[config.mk]
export PLATFORM = sky130hd
export DESIGN_NAME = cell_voltage_sag_comp_smoother_flat
export DESIGN_NICKNAME = d
export VERILOG_FILES = /design/src/hw/rtl/cvs_pkg.sv /design/src/hw/rtl/cvs_if.sv /design/src/hw/rtl/cell_voltage_sag_comp_smoother.sv /design/src/hw/rtl/cvs_ram.sv /design/src/flat_wrapper.sv
export SDC_FILE = /design/constraint.sdc
export NUM_CORES = 2
export LEC_CHECK = 0
export BUFFER_PORTS_ARGS = -buffer_cell sky130_fd_sc_hd__buf_2
export CAP_MARGIN = 20
export CORE_MARGIN = 5
export CORE_UTILIZATION = 40
export CTS_CLUSTER_SIZE = 28
export DETAILED_ROUTE_END_ITERATION = 7
export GPL_ROUTABILITY_DRIVEN = 0
export PLACE_DENSITY_LB_ADDON = 0.05
export SYNTH_ARGS = -nofsm -noshare
export SYNTH_HDL_FRONTEND = slang
export SYNTH_HIERARCHICAL = 1
export SYNTH_SLANG_ARGS = --single-unit
export TNS_END_PERCENT = 100
[constraint.sdc]
create_clock -name clk -period 8.75 [get_ports clk]
set_input_delay 0.4375 -clock clk [delete_from_list [all_inputs] [get_ports clk]]
set_output_delay 0.4375 -clock clk [all_outputs]
set_load 0.02 [all_outputs]
[src/hw/rtl/cvs_pkg.sv]
package cvs_pkg;

	localparam int CELL_COUNT_MAX_DEF = 24;
	localparam int CELL_W = 5;
	localparam int MV_W = 16;
	localparam int CUR_W = 20;
	localparam int COEF_W = 16;
	localparam int PROD_W = CUR_W + COEF_W;
	localparam int WEIGHT_W = 17;
	localparam int TOTAL_W = 21;
	localparam int COEF_REGS = 6;
	localparam int CFG_DATA_W = 64;
	localparam int REG_ADDR_W = 6;
	localparam int REG_IDX_W = 3;

	localparam logic [WEIGHT_W-1:0] WEIGHT_ONE = 17'h10000;
	localparam logic [MV_W-1:0] MIN_INIT = 16'hffff;

	typedef enum logic [REG_IDX_W-1:0] {
		REG_WEIGHT,
		REG_COEF_0_3,
		REG_COEF_4_7,
		REG_COEF_8_11,
		REG_COEF_12_15,
		REG_COEF_16_19,
		REG_COEF_20_23,
		REG_NONE
	} reg_idx_t;

	typedef enum logic [2:0] {
		ST_IDLE,
		ST_SAG,
		ST_COMP,
		ST_MUL,
		ST_FIN
	} state_t;

endpackage

[src/hw/rtl/cvs_if.sv]
interface cvs_sample_if;
	logic                            valid;
	logic                            ready;
	logic [cvs_pkg::CELL_W-1:0]      cell_index;
	logic [cvs_pkg::MV_W-1:0]        raw_cell_mv;
	logic signed [cvs_pkg::CUR_W-1:0] current_ma;
	logic                            last_cell;

	modport source (output valid, cell_index, raw_cell_mv, current_ma, last_cell, input ready);
	modport sink (input valid, cell_index, raw_cell_mv, current_ma, last_cell, output ready);
endinterface

interface cvs_result_if;
	logic                          valid;
	logic                          ready;
	logic [cvs_pkg::MV_W-1:0]      filtered_mv;
	logic [cvs_pkg::MV_W-1:0]      pass_min_mv;
	logic [cvs_pkg::MV_W-1:0]      pass_max_mv;
	logic [cvs_pkg::TOTAL_W-1:0]   pass_total_mv;
	logic                          pass_done;

	modport source (output valid, filtered_mv, pass_min_mv, pass_max_mv, pass_total_mv,
		pass_done, input ready);
	modport sink (input valid, filtered_mv, pass_min_mv, pass_max_mv, pass_total_mv,
		pass_done, output ready);
endinterface

[src/hw/rtl/cell_voltage_sag_comp_smoother.sv]
// Cell voltage sag compensation and smoothing.
// sample channel: one cell reading per transaction (cell index, raw mV,
// pack current in mA, last-cell mark). result channel: one transaction per
// reading with the filtered voltage and the running min, max and total of
// the pass; pass_done repeats the last-cell mark.
// APB port: register i at byte address 8*i, 64-bit data, pready always high.
// Each accepted reading passes through sag multiply, compensation and
// history read, blend multiply and finish; its result is loaded into the
// output register in the finish cycle, and the next reading is taken only
// in that cycle or while idle, not before the current one is through.
// The history memory is written in the finish cycle and read in the cycle
// after the next acceptance, so consecutive readings of one cell need no
// forwarding.
// If the receiver stalls, the result waits in the output register and the
// block holds in the finish cycle until that register is taken.
// Reset clears the pass statistics, the seeded flag and the registers
// (weight 65536, coefficients 0); history is rebuilt during the first pass.
module cell_voltage_sag_comp_smoother #(
	parameter int CELL_COUNT_MAX = cvs_pkg::CELL_COUNT_MAX_DEF
) (
	input  logic                              clk,
	input  logic                              arst_n,
	cvs_sample_if.sink                        sample,
	cvs_result_if.source                      result,
	input  logic                              psel,
	input  logic                              penable,
	input  logic                              pwrite,
	input  logic [cvs_pkg::REG_ADDR_W-1:0]    paddr,
	input  logic [cvs_pkg::CFG_DATA_W-1:0]    pwdata,
	output logic [cvs_pkg::CFG_DATA_W-1:0]    prdata,
	output logic                              pready
);
	import cvs_pkg::*;

	localparam int ADDR_W = (CELL_COUNT_MAX > 1) ? $clog2(CELL_COUNT_MAX) : 1;

	// configuration
	logic [WEIGHT_W-1:0]   weight_q;
	logic [CFG_DATA_W-1:0] coef_q [COEF_REGS];
	reg_idx_t              reg_idx;
	logic                  cfg_wr;
	logic                  idx_is_coef;
	logic [REG_IDX_W-1:0]  coef_slot;

	assign pready = 1'b1;
	assign cfg_wr = psel && penable && pwrite;
	assign reg_idx = reg_idx_t'(paddr[REG_ADDR_W-1:3]);
	assign idx_is_coef = (reg_idx >= REG_COEF_0_3) && (reg_idx <= REG_COEF_20_23);
	assign coef_slot = reg_idx - REG_COEF_0_3;

	always_ff @(posedge clk or negedge arst_n) begin
		if (!arst_n) begin
			weight_q <= WEIGHT_ONE;
			for (int i = 0; i < COEF_REGS; i++) begin
				coef_q[i] <= '0;
			end
		end else if (cfg_wr) begin
			if (reg_idx == REG_WEIGHT) begin
				weight_q <= pwdata[WEIGHT_W-1:0];
			end else if (idx_is_coef) begin
				coef_q[coef_slot] <= pwdata;
			end
		end
	end

	always_comb begin
		prdata = '0;
		if (reg_idx == REG_WEIGHT) begin
			prdata = CFG_DATA_W'(weight_q);
		end else if (idx_is_coef) begin
			prdata = coef_q[coef_slot];
		end
	end

	// control
	state_t state_q, state_d;
	logic   out_valid_q;
	logic   out_free;
	logic   take;
	logic   ram_we;
	logic   ram_re;
	logic   load_out;

	assign out_free = !out_valid_q || result.ready;
	assign take = sample.valid && sample.ready;

	always_comb begin
		state_d = state_q;
		unique case (state_q)
			ST_IDLE: if (take) state_d = ST_SAG;
			ST_SAG:  state_d = ST_COMP;
			ST_COMP: state_d = ST_MUL;
			ST_MUL:  state_d = ST_FIN;
			ST_FIN: begin
				if (out_free) begin
					state_d = take ? ST_SAG : ST_IDLE;
				end
			end
			default: state_d = ST_IDLE;
		endcase
	end

	always_comb begin
		sample.ready = 1'b0;
		ram_re = 1'b0;
		load_out = 1'b0;
		unique case (state_q)
			ST_IDLE: sample.ready = 1'b1;
			ST_SAG:  ram_re = 1'b1;
			ST_FIN: begin
				sample.ready = out_free;
				load_out = out_free;
			end
			default: ;
		endcase
	end

	// item registers
	logic [CELL_W-1:0]       cell_q;
	logic [MV_W-1:0]         raw_q;
	logic signed [CUR_W-1:0] cur_q;
	logic                    last_q;
	logic                    in_range;

	assign in_range = 32'(cell_q) < CELL_COUNT_MAX;

	always_ff @(posedge clk) begin
		if (take) begin
			cell_q <= sample.cell_index;
			raw_q <= sample.raw_cell_mv;
			cur_q <= sample.current_ma;
			last_q <= sample.last_cell;
		end
	end

	// sag multiply
	logic [CFG_DATA_W-1:0]    coef_word;
	logic signed [COEF_W-1:0] coef_sel;
	logic signed [PROD_W-1:0] prod_s1;

	always_comb begin
		coef_word = '0;
		if (32'(cell_q[CELL_W-1:2]) < COEF_REGS) begin
			coef_word = coef_q[cell_q[CELL_W-1:2]];
		end
		coef_sel = in_range ? coef_word[16*cell_q[1:0] +: COEF_W] : '0;
	end

	always_ff @(posedge clk) begin
		if (state_q == ST_SAG) begin
			prod_s1 <= PROD_W'(cur_q) * PROD_W'(coef_sel);
		end
	end

	// compensation and history select
	logic [MV_W-1:0] hist_rdata;
	logic [MV_W-1:0] comp;
	logic [MV_W-1:0] comp_s2;
	logic [MV_W-1:0] prev_s2;
	logic            seeded_q;
	logic            round_up;

	// truncation toward zero for a negative product with a fraction
	assign round_up = prod_s1[PROD_W-1] && (prod_s1[15:0] != '0);
	assign comp = raw_q + prod_s1[31:16] + MV_W'(round_up);

	always_ff @(posedge clk) begin
		if (state_q == ST_COMP) begin
			comp_s2 <= comp;
			prev_s2 <= (in_range && seeded_q) ? hist_rdata : comp;
		end
	end

	// blend multiply
	logic [WEIGHT_W-1:0] w_eff;
	logic [WEIGHT_W-1:0] w_rest;
	logic [32:0]         new_prod;
	logic [32:0]         old_prod;
	logic [MV_W-1:0]     new_s3;
	logic [MV_W-1:0]     old_s3;

	assign w_eff = (weight_q > WEIGHT_ONE) ? WEIGHT_ONE : weight_q;
	assign w_rest = WEIGHT_ONE - w_eff;
	assign new_prod = 33'(comp_s2) * 33'(w_eff);
	assign old_prod = 33'(prev_s2) * 33'(w_rest);

	always_ff @(posedge clk) begin
		if (state_q == ST_MUL) begin
			new_s3 <= new_prod[31:16];
			old_s3 <= old_prod[31:16];
		end
	end

	// finish: filtered value and pass statistics
	logic [MV_W-1:0]    filt;
	logic [MV_W-1:0]    min_q, max_q, min_d, max_d;
	logic [TOTAL_W-1:0] total_q, total_d;

	assign filt = new_s3 + old_s3;
	assign min_d = (filt < min_q) ? filt : min_q;
	assign max_d = (filt > max_q) ? filt : max_q;
	assign total_d = total_q + TOTAL_W'(filt);
	assign ram_we = load_out && in_range;

	always_ff @(posedge clk or negedge arst_n) begin
		if (!arst_n) begin
			state_q <= ST_IDLE;
			out_valid_q <= 1'b0;
			seeded_q <= 1'b0;
			min_q <= MIN_INIT;
			max_q <= '0;
			total_q <= '0;
		end else begin
			state_q <= state_d;
			if (load_out) begin
				out_valid_q <= 1'b1;
				if (last_q) begin
					seeded_q <= 1'b1;
					min_q <= MIN_INIT;
					max_q <= '0;
					total_q <= '0;
				end else begin
					min_q <= min_d;
					max_q <= max_d;
					total_q <= total_d;
				end
			end else if (result.ready) begin
				out_valid_q <= 1'b0;
			end
		end
	end

	logic [MV_W-1:0]    out_filt_q, out_min_q, out_max_q;
	logic [TOTAL_W-1:0] out_total_q;
	logic               out_done_q;

	always_ff @(posedge clk) begin
		if (load_out) begin
			out_filt_q <= filt;
			out_min_q <= min_d;
			out_max_q <= max_d;
			out_total_q <= total_d;
			out_done_q <= last_q;
		end
	end

	assign result.valid = out_valid_q;
	assign result.filtered_mv = out_filt_q;
	assign result.pass_min_mv = out_min_q;
	assign result.pass_max_mv = out_max_q;
	assign result.pass_total_mv = out_total_q;
	assign result.pass_done = out_done_q;

	cvs_ram #(
		.WIDTH (MV_W),
		.DEPTH (CELL_COUNT_MAX),
		.ADDR_W(ADDR_W)
	) u_hist (
		.clk  (clk),
		.we   (ram_we),
		.waddr(cell_q[ADDR_W-1:0]),
		.wdata(filt),
		.re   (ram_re),
		.raddr(cell_q[ADDR_W-1:0]),
		.rdata(hist_rdata)
	);
endmodule

[src/hw/rtl/cvs_ram.sv]
module cvs_ram #(
	parameter int WIDTH = 16,
	parameter int DEPTH = 24,
	parameter int ADDR_W = (DEPTH > 1) ? $clog2(DEPTH) : 1
) (
	input  logic              clk,
	input  logic              we,
	input  logic [ADDR_W-1:0] waddr,
	input  logic [WIDTH-1:0]  wdata,
	input  logic              re,
	input  logic [ADDR_W-1:0] raddr,
	output logic [WIDTH-1:0]  rdata
);
	logic [WIDTH-1:0] mem [DEPTH];

	always_ff @(posedge clk) begin
		if (we) begin
			mem[waddr] <= wdata;
		end
		if (re) begin
			rdata <= mem[raddr];
		end
	end
endmodule
[src/flat_wrapper.sv]
// flat-port wrapper written by rule: the top's interface ports become plain ports
module cell_voltage_sag_comp_smoother_flat import cvs_pkg::*;
#(
	parameter int CELL_COUNT_MAX = cvs_pkg::CELL_COUNT_MAX_DEF
)
  (clk, arst_n, psel, penable, pwrite, paddr, pwdata, prdata, pready, sample_valid, sample_cell_index, sample_raw_cell_mv, sample_current_ma, sample_last_cell, sample_ready, result_valid, result_filtered_mv, result_pass_min_mv, result_pass_max_mv, result_pass_total_mv, result_pass_done, result_ready);
  cvs_sample_if sample_i ();
  cvs_result_if result_i ();
  input  logic clk;
  input  logic arst_n;
  input  logic psel;
  input  logic penable;
  input  logic pwrite;
  input  logic [cvs_pkg::REG_ADDR_W-1:0] paddr;
  input  logic [cvs_pkg::CFG_DATA_W-1:0] pwdata;
  output logic [cvs_pkg::CFG_DATA_W-1:0] prdata;
  output logic pready;
  input wire logic [$bits(sample_i.valid)-1:0] sample_valid;
  input wire logic [$bits(sample_i.cell_index)-1:0] sample_cell_index;
  input wire logic [$bits(sample_i.raw_cell_mv)-1:0] sample_raw_cell_mv;
  input wire logic [$bits(sample_i.current_ma)-1:0] sample_current_ma;
  input wire logic [$bits(sample_i.last_cell)-1:0] sample_last_cell;
  output wire logic [$bits(sample_i.ready)-1:0] sample_ready;
  output wire logic [$bits(result_i.valid)-1:0] result_valid;
  output wire logic [$bits(result_i.filtered_mv)-1:0] result_filtered_mv;
  output wire logic [$bits(result_i.pass_min_mv)-1:0] result_pass_min_mv;
  output wire logic [$bits(result_i.pass_max_mv)-1:0] result_pass_max_mv;
  output wire logic [$bits(result_i.pass_total_mv)-1:0] result_pass_total_mv;
  output wire logic [$bits(result_i.pass_done)-1:0] result_pass_done;
  input wire logic [$bits(result_i.ready)-1:0] result_ready;
  assign sample_i.valid = sample_valid;
  assign sample_i.cell_index = sample_cell_index;
  assign sample_i.raw_cell_mv = sample_raw_cell_mv;
  assign sample_i.current_ma = sample_current_ma;
  assign sample_i.last_cell = sample_last_cell;
  assign sample_ready = sample_i.ready;
  assign result_valid = result_i.valid;
  assign result_filtered_mv = result_i.filtered_mv;
  assign result_pass_min_mv = result_i.pass_min_mv;
  assign result_pass_max_mv = result_i.pass_max_mv;
  assign result_pass_total_mv = result_i.pass_total_mv;
  assign result_pass_done = result_i.pass_done;
  assign result_i.ready = result_ready;
  cell_voltage_sag_comp_smoother #(.CELL_COUNT_MAX(CELL_COUNT_MAX)) u_core (.clk(clk), .arst_n(arst_n), .sample(sample_i), .result(result_i), .psel(psel), .penable(penable), .pwrite(pwrite), .paddr(paddr), .pwdata(pwdata), .prdata(prdata), .pready(pready));
endmodule
---- Word level (Yosys, flattened, before mapping) ----
Memories as Yosys holds them, arrays and structs flattened. A register that Yosys moved wholly into a read port is not among the register bits.
Index checks and enable logic that the tools add are counted.
operators by class
  add/sub/neg operators ................... 6
  $mul .................................... 3
  divide/modulo/power cells ............... 0
  magnitude comparators ................... 10
  equal/unequal tests ..................... 6
  shifts and indexed selects .............. 1
  mux-type cells .......................... 31
  bitwise gates (word level) .............. 3
  reduce and logical (&&, ||, !) cells .... 18
operators with widths
  kind                                                                    number
  64-bit two-way mux                                                      8
  64-bit binary-select mux with 3-bit select                              2
  384-bit bitwise mux                                                     1
  64-bit demux with 3-bit select                                          1
  16-bit two-way mux                                                      6
  16-bit by 17-bit multiplier with 32-bit output                          2
  64-bit by 7-bit indexed part select with 16-bit output                  1
  20-bit by 16-bit multiplier with 36-bit output                          1
  16-bit adder                                                            2
  21-bit by 16-bit adder with 21-bit output                               1
  21-bit two-way mux                                                      1
  17-bit greater-than comparator (second input constant)                  1
  17-bit two-way mux                                                      1
  17-bit subtractor (first input constant)                                1
  16-bit by 1-bit adder with 16-bit output                                1
  16-bit greater-than comparator                                          1
  16-bit less-than comparator                                             1
  16-bit nonzero test                                                     1
  3-bit one-hot mux with 5 select lines                                   1
  4-bit greater-or-equal comparator (second input constant)               2
  1-bit logical AND                                                       8
  3-bit inverter with 4-bit output                                        2
  1-bit two-way mux                                                       7
  3-bit by 2-bit equality test with 1-bit output (second input constant)  2
  18 further kinds                                                        23
storage, ports and cells
  bits in registers ....................... 671
  latch bits .............................. 0
  bits in writable memories ............... 384
  ROM bits ................................ 0
  output and inout port bits .............. 137
  memories kept ........................... 1
memory list
  name               words  bits a word  read ports  clocked after memory_dff  wr ports  RTL line       RTL
  u_core.u_hist.mem  24     16           1           1                         1         cvs_ram.sv:14  logic [WIDTH-1:0] mem [DEPTH];

---- Longest topological paths before layout ----
  depth in word-level cells ............... 8
  gate-level depth with buffers ........... 36
  mapped depth without buffers ............ 34

---- Modules after synthesis ----
Netlist, hierarchy kept.
modules (own cells, without submodules)
  module                          instances  cells an instance  area an instance (sq um)  seq. area each (sq um)
  cell_voltage_sag_comp_smoother  1          5737               62273.5                   17783.3
  cvs_ram                         1          723                15414.8                   12011.5

---- Least setup slack after synthesis ----
Ideal clock, no wire load.
  kind .................................... register to register
  start point ............................. register u_core.weight_q[0]
  end point ............................... register u_core.old_s3[15], data pin
  setup time .............................. 259 ps
  arrival time ............................ 7975 ps
  data required time ...................... 8491 ps
  slack ................................... 516 ps
  cell stages (with the launch flop) ...... 36
  cells stage by stage .................... dfrtp_1 or3_4 or3_4 or3_4 nor3_4 nand2_1 a21boi_2 buf_6 inv_1 ha_1 nand2_1 nor3_1 xnor2_1 clkbuf_1 nand2_1 fa_1 inv_1 fa_1 inv_1 fa_1 inv_1 fa_1 fa_1 inv_1 fa_1 inv_1 ha_1 a211oi_1 nand4_1 a21oi_1 o31ai_2 a41oi_1 o21ai_2 a41o_1 a21oi_1 xnor2_1
on the way
  word-level cells in the longest chain between the ends .. 4
ends and longest elaborated chain
  what                                                RTL line                               RTL
  start, declared                                     cell_voltage_sag_comp_smoother.sv:38   logic [WEIGHT_W-1:0] weight_q;
  start signal, assigned                              cell_voltage_sag_comp_smoother.sv:59   weight_q <= pwdata[WEIGHT_W-1:0];
  17-bit greater-than comparator                      cell_voltage_sag_comp_smoother.sv:182  assign w_eff = (weight_q > WEIGHT_ONE) ? WEIGHT_ONE : weight_q;
  17-bit two-way mux (*)                              cell_voltage_sag_comp_smoother.sv:182
  17-bit subtractor (*)                               cell_voltage_sag_comp_smoother.sv:183  assign w_rest = WEIGHT_ONE - w_eff;
  16-bit by 17-bit multiplier with 32-bit output (*)  cell_voltage_sag_comp_smoother.sv:185  assign old_prod = 33'(prev_s2) * 33'(w_rest);
  net u_core.old_prod[31]                             cell_voltage_sag_comp_smoother.sv:178  logic [32:0] old_prod;
  end signal, assigned                                cell_voltage_sag_comp_smoother.sv:190  old_s3 <= old_prod[31:16];
  end, declared                                       cell_voltage_sag_comp_smoother.sv:180  logic [MV_W-1:0] old_s3;
The timed path passes the listed nets; every way through them passes the cells marked *.
A chain may end at the register's enable or synchronous reset.

---- Worst setup path in the final report ----
  start point ............................. register u_core.cell_q[2]
  end point ............................... register u_core.prod_s1[30], data pin
on the way
  word-level cells in the longest chain between the ends .. 8
  elaborated cells on any way between the ends .. 10
ends and longest elaborated chain
  what                                                    RTL line                               RTL
  start, declared                                         cell_voltage_sag_comp_smoother.sv:119  logic [CELL_W-1:0] cell_q;
  start signal, assigned                                  cell_voltage_sag_comp_smoother.sv:129  cell_q <= sample.cell_index;
  3-bit inverter with 4-bit output (not written as such)  cell_voltage_sag_comp_smoother.sv:144  coef_word = coef_q[cell_q[CELL_W-1:2]];
  64-bit binary-select mux with 3-bit select              cell_voltage_sag_comp_smoother.sv:144
  64-bit two-way mux (not written as such) (2 in a row)   cell_voltage_sag_comp_smoother.sv:144
  64-bit two-way mux                                      cell_voltage_sag_comp_smoother.sv:143  if (32'(cell_q[CELL_W-1:2]) < COEF_REGS) begin
  64-bit by 7-bit indexed part select with 16-bit output  cell_voltage_sag_comp_smoother.sv:146  coef_sel = in_range ? coef_word[16*cell_q[1:0] +: COEF_W] : '0;
  16-bit two-way mux (*)                                  cell_voltage_sag_comp_smoother.sv:146
  20-bit by 16-bit multiplier with 36-bit output (*)      cell_voltage_sag_comp_smoother.sv:151  prod_s1 <= PROD_W'(cur_q) * PROD_W'(coef_sel);
  end signal, assigned                                    cell_voltage_sag_comp_smoother.sv:151
  end, declared                                           cell_voltage_sag_comp_smoother.sv:139  logic signed [PROD_W-1:0] prod_s1;
Every way passes the cells marked *; elsewhere a longest branch is shown, timed or not. The select of a mux whose other input is x is not followed.

==> flow_metrics.env <==
export IMPL_run_status="completed"
export IMPL_multi_input_area_um2=43300
export IMPL_nets=8006
export IMPL_ys_ff_latch=1068
export IMPL_tightest_slew_ps=1030
export IMPL_place_hpwl_mm=156
export IMPL_dpl_cell_area_um2=82600
export IMPL_port_buffers=251
export IMPL_reg2reg_depth=29
export IMPL_rsz0062_at_grt="false"
export IMPL_ys_flop_type="edfxtp_1"
export IMPL_drive_gt1_share_pct=20.2
export IMPL_drv_slew=0
export IMPL_cap_violations=0
export IMPL_fillers=17800
export IMPL_synth_warnings=6
export IMPL_coreArea_um2=193000
export IMPL_min_period_ps=8370
export IMPL_wl_per_cell_um=23.6
export IMPL_use_met3_pct=2.64
export IMPL_setup_viol=0
export IMPL_drt_iter0_drc=2941
export IMPL_grt_usage_pct=22.0
export IMPL_area_growth_pct=13.4
export IMPL_synthDistinctLibCells=86
export IMPL_grt_overflow_total=0
export IMPL_final_cell_area_um2=88100
export IMPL_synth_top_area_cell="edfxtp_1"
export IMPL_grtUsageMet1_pct=31.5
export IMPL_syn_nets=7681
export IMPL_cp_start_kind="flop"
export IMPL_die_h_um=451
export IMPL_netlist_top_cells_area="edfxtp_1 24%, fa_1 19%, dfrtp_1 14%"
export IMPL_layout_common_cells="913 x inv_1, 735 x fa_1, 609 x edfxtp_1"
export IMPL_io_pins=256
export IMPL_rows=161
export IMPL_arrival_ps=8860
export IMPL_htreeDepth=4
export IMPL_synth_adder_area_share_pct=24.9
export IMPL_r2r_start="u_core/cell_q[2]"
export IMPL_path_buf_inv=9
export IMPL_r2r_slack_ps=380
export IMPL_worstPathMaxFanout=19
export IMPL_ys_seq_area_share_pct=38.4
export IMPL_critPathCapture="u_core/prod_s1[30]"
export IMPL_crit_top_cell="fa_1"
export IMPL_die_x_um=451
export IMPL_synth_compound_area_share_pct=6.66
export IMPL_worstSetupPathDepth=29
export IMPL_syn_area_um2=77700
export IMPL_top_usage_layer="met2"
export IMPL_final_common_cell="inv_1"
export IMPL_critPathTopFamily="adder cells"
export IMPL_worst_slack_ps=385
export IMPL_hold_viol=0
export IMPL_clk_latency_ps=770
export IMPL_min_period_over_period_pct=95.6
export IMPL_r2r_end="u_core/prod_s1[30]"
export IMPL_cts_tree="built"
export IMPL_synth_xor_area_share_pct=1.51
export IMPL_via_count=50300
export IMPL_cts_path_max_buffers=3
export IMPL_die_area_um2=203000
export IMPL_crit_path_start="u_core/cell_q[2]"
export IMPL_first_global_vias=52800
export IMPL_synthMuxAreaShare_pct=13.5
export IMPL_syn_inst=6460
export IMPL_grt_start_max_net_pins=160
export IMPL_fin_setup_tns_ps=0
export IMPL_relSlewSlack_pct=31.4
export IMPL_synthArstFlopShare_pct=43.0
export IMPL_crit_type="flop to flop"
export IMPL_synth_top_area_share_pct=23.5
export IMPL_routed_wl_mm=223
export IMPL_synth_edf_count=609
export IMPL_antenna_found_initial=21
export IMPL_required_ps=9250
export IMPL_avgSynthCellArea_um2=12.0
export IMPL_holdCritPathClass="input pin to flop"
export IMPL_ant_nets=0
export IMPL_yosys_area_share_simple_pct=8.66
export IMPL_drc=0
export IMPL_grt_pass1_wl_mm=341
export IMPL_fmaxAchievable_ghz=0.120
export IMPL_skew_ps=32.2
export IMPL_place_ws_ps=45.8
export IMPL_cts_buffers=130
export IMPL_grtUsageMet2_pct=35.7
export IMPL_critPathMaxStageDelay_ps=570
export IMPL_cp_slowest_cell="mux4_2"
export IMPL_synth_top_family_by_area="adder cells"
export IMPL_clock_root_buffer="clkbuf_16"
export IMPL_cts_sinks=1068
export IMPL_routed_via_density=5.33
export IMPL_initial_core_util_pct=40.3
export IMPL_seq_area_um2=29800
export IMPL_end_kind="flop"
export IMPL_drt_pass1_iter_count=6
export IMPL_clk_pin_slew_worst_paths_ps=60
-- routing by layer --
metal	wire (um)	share of wire [%]
met3	7770	3.5
met1	103000	46
met4	5700	2.6
met2	106000	48
met5	46	0.021
-- cells by family after synthesis --
family	after synthesis
muxes	772
xor gates and xnor gates	134
and+or+nand+nor	1363
other	1
buffers and inverters	1271
AOI/OAI and AO/OA	749
adders and majority gates	1102
DFF	1068
-- cells in the mapped netlist, types with 71 or more instances --
cell / n
a211oi_1: 71
a21oi_1: 118
and2_1: 276
clkbuf_1: 237
dfrtp_1: 442
edfxtp_1: 609
fa_1: 735
ha_1: 367
inv_1: 913
mux2_2: 459
mux2i_1: 136
mux4_2: 176
nand2_1: 565
nor2_1: 160
nor2b_1: 131
o21ai_0: 146
o22ai_1: 75
xnor2_1: 101
-- layout make-up --
type,instances,share of cell area [%]
antenna,13,0.0369
timing repair buffer,549,4.67
clock buffer,177,4.09
tap,2526,3.59
inverter,915,3.90
sequential,1068,33.8
multi-input combinational,4121,49.1
clock inverter,59,0.744
-- worst min-delay path by stage --
stage	from	endpoint	cells past startpoint
global route	pwdata[13]	u_core/coef_q[77]	2
CTS	pwdata[5]	u_core/coef_q[69]	2
global placement	arst_n	u_core/coef_q[322]	1
detailed placement	arst_n	u_core/coef_q[322]	1
floorplan	arst_n	u_core/coef_q[0]	0
finish	pwdata[13]	u_core/coef_q[333]	2
-- state kept, by name, summed over array words and instances, names as in the netlist, 17 cells and up --
register	count
u_core/result.pass_total_mv	21
u_core/total_q	21
u_core/prod_s1	33
u_core/coef_q	384
u_core/weight_q	17
u_core/cur_q	20
u_core/u_hist/mem	384
-- what timing repair did --
| item | in CTS | in global routing |
|---|---|---|
| buffers inserted | 0 | 2 |
| hold endpoints to repair | 433 | 0 |
| resized for setup | 0 | 18 |
| endpoints found under the setup margin | 0 | 10 |
| hold buffers | 100 | 0 |
-- per-stage QoR --
stage	hold WS (ps)	std cells	utilization, %
final	64.1	9428	45.7
after global routing	42.8	9422	45.7
after CTS	3.10	9410	45.6
after detailed placement	393	9074	42.8
after global placement	396	9073	42.8
after floorplan	142	6460	-
Power is left out: the tool's default activity adds up to more than one toggle a clock period on the data nets, which glitch-free logic cannot reach.
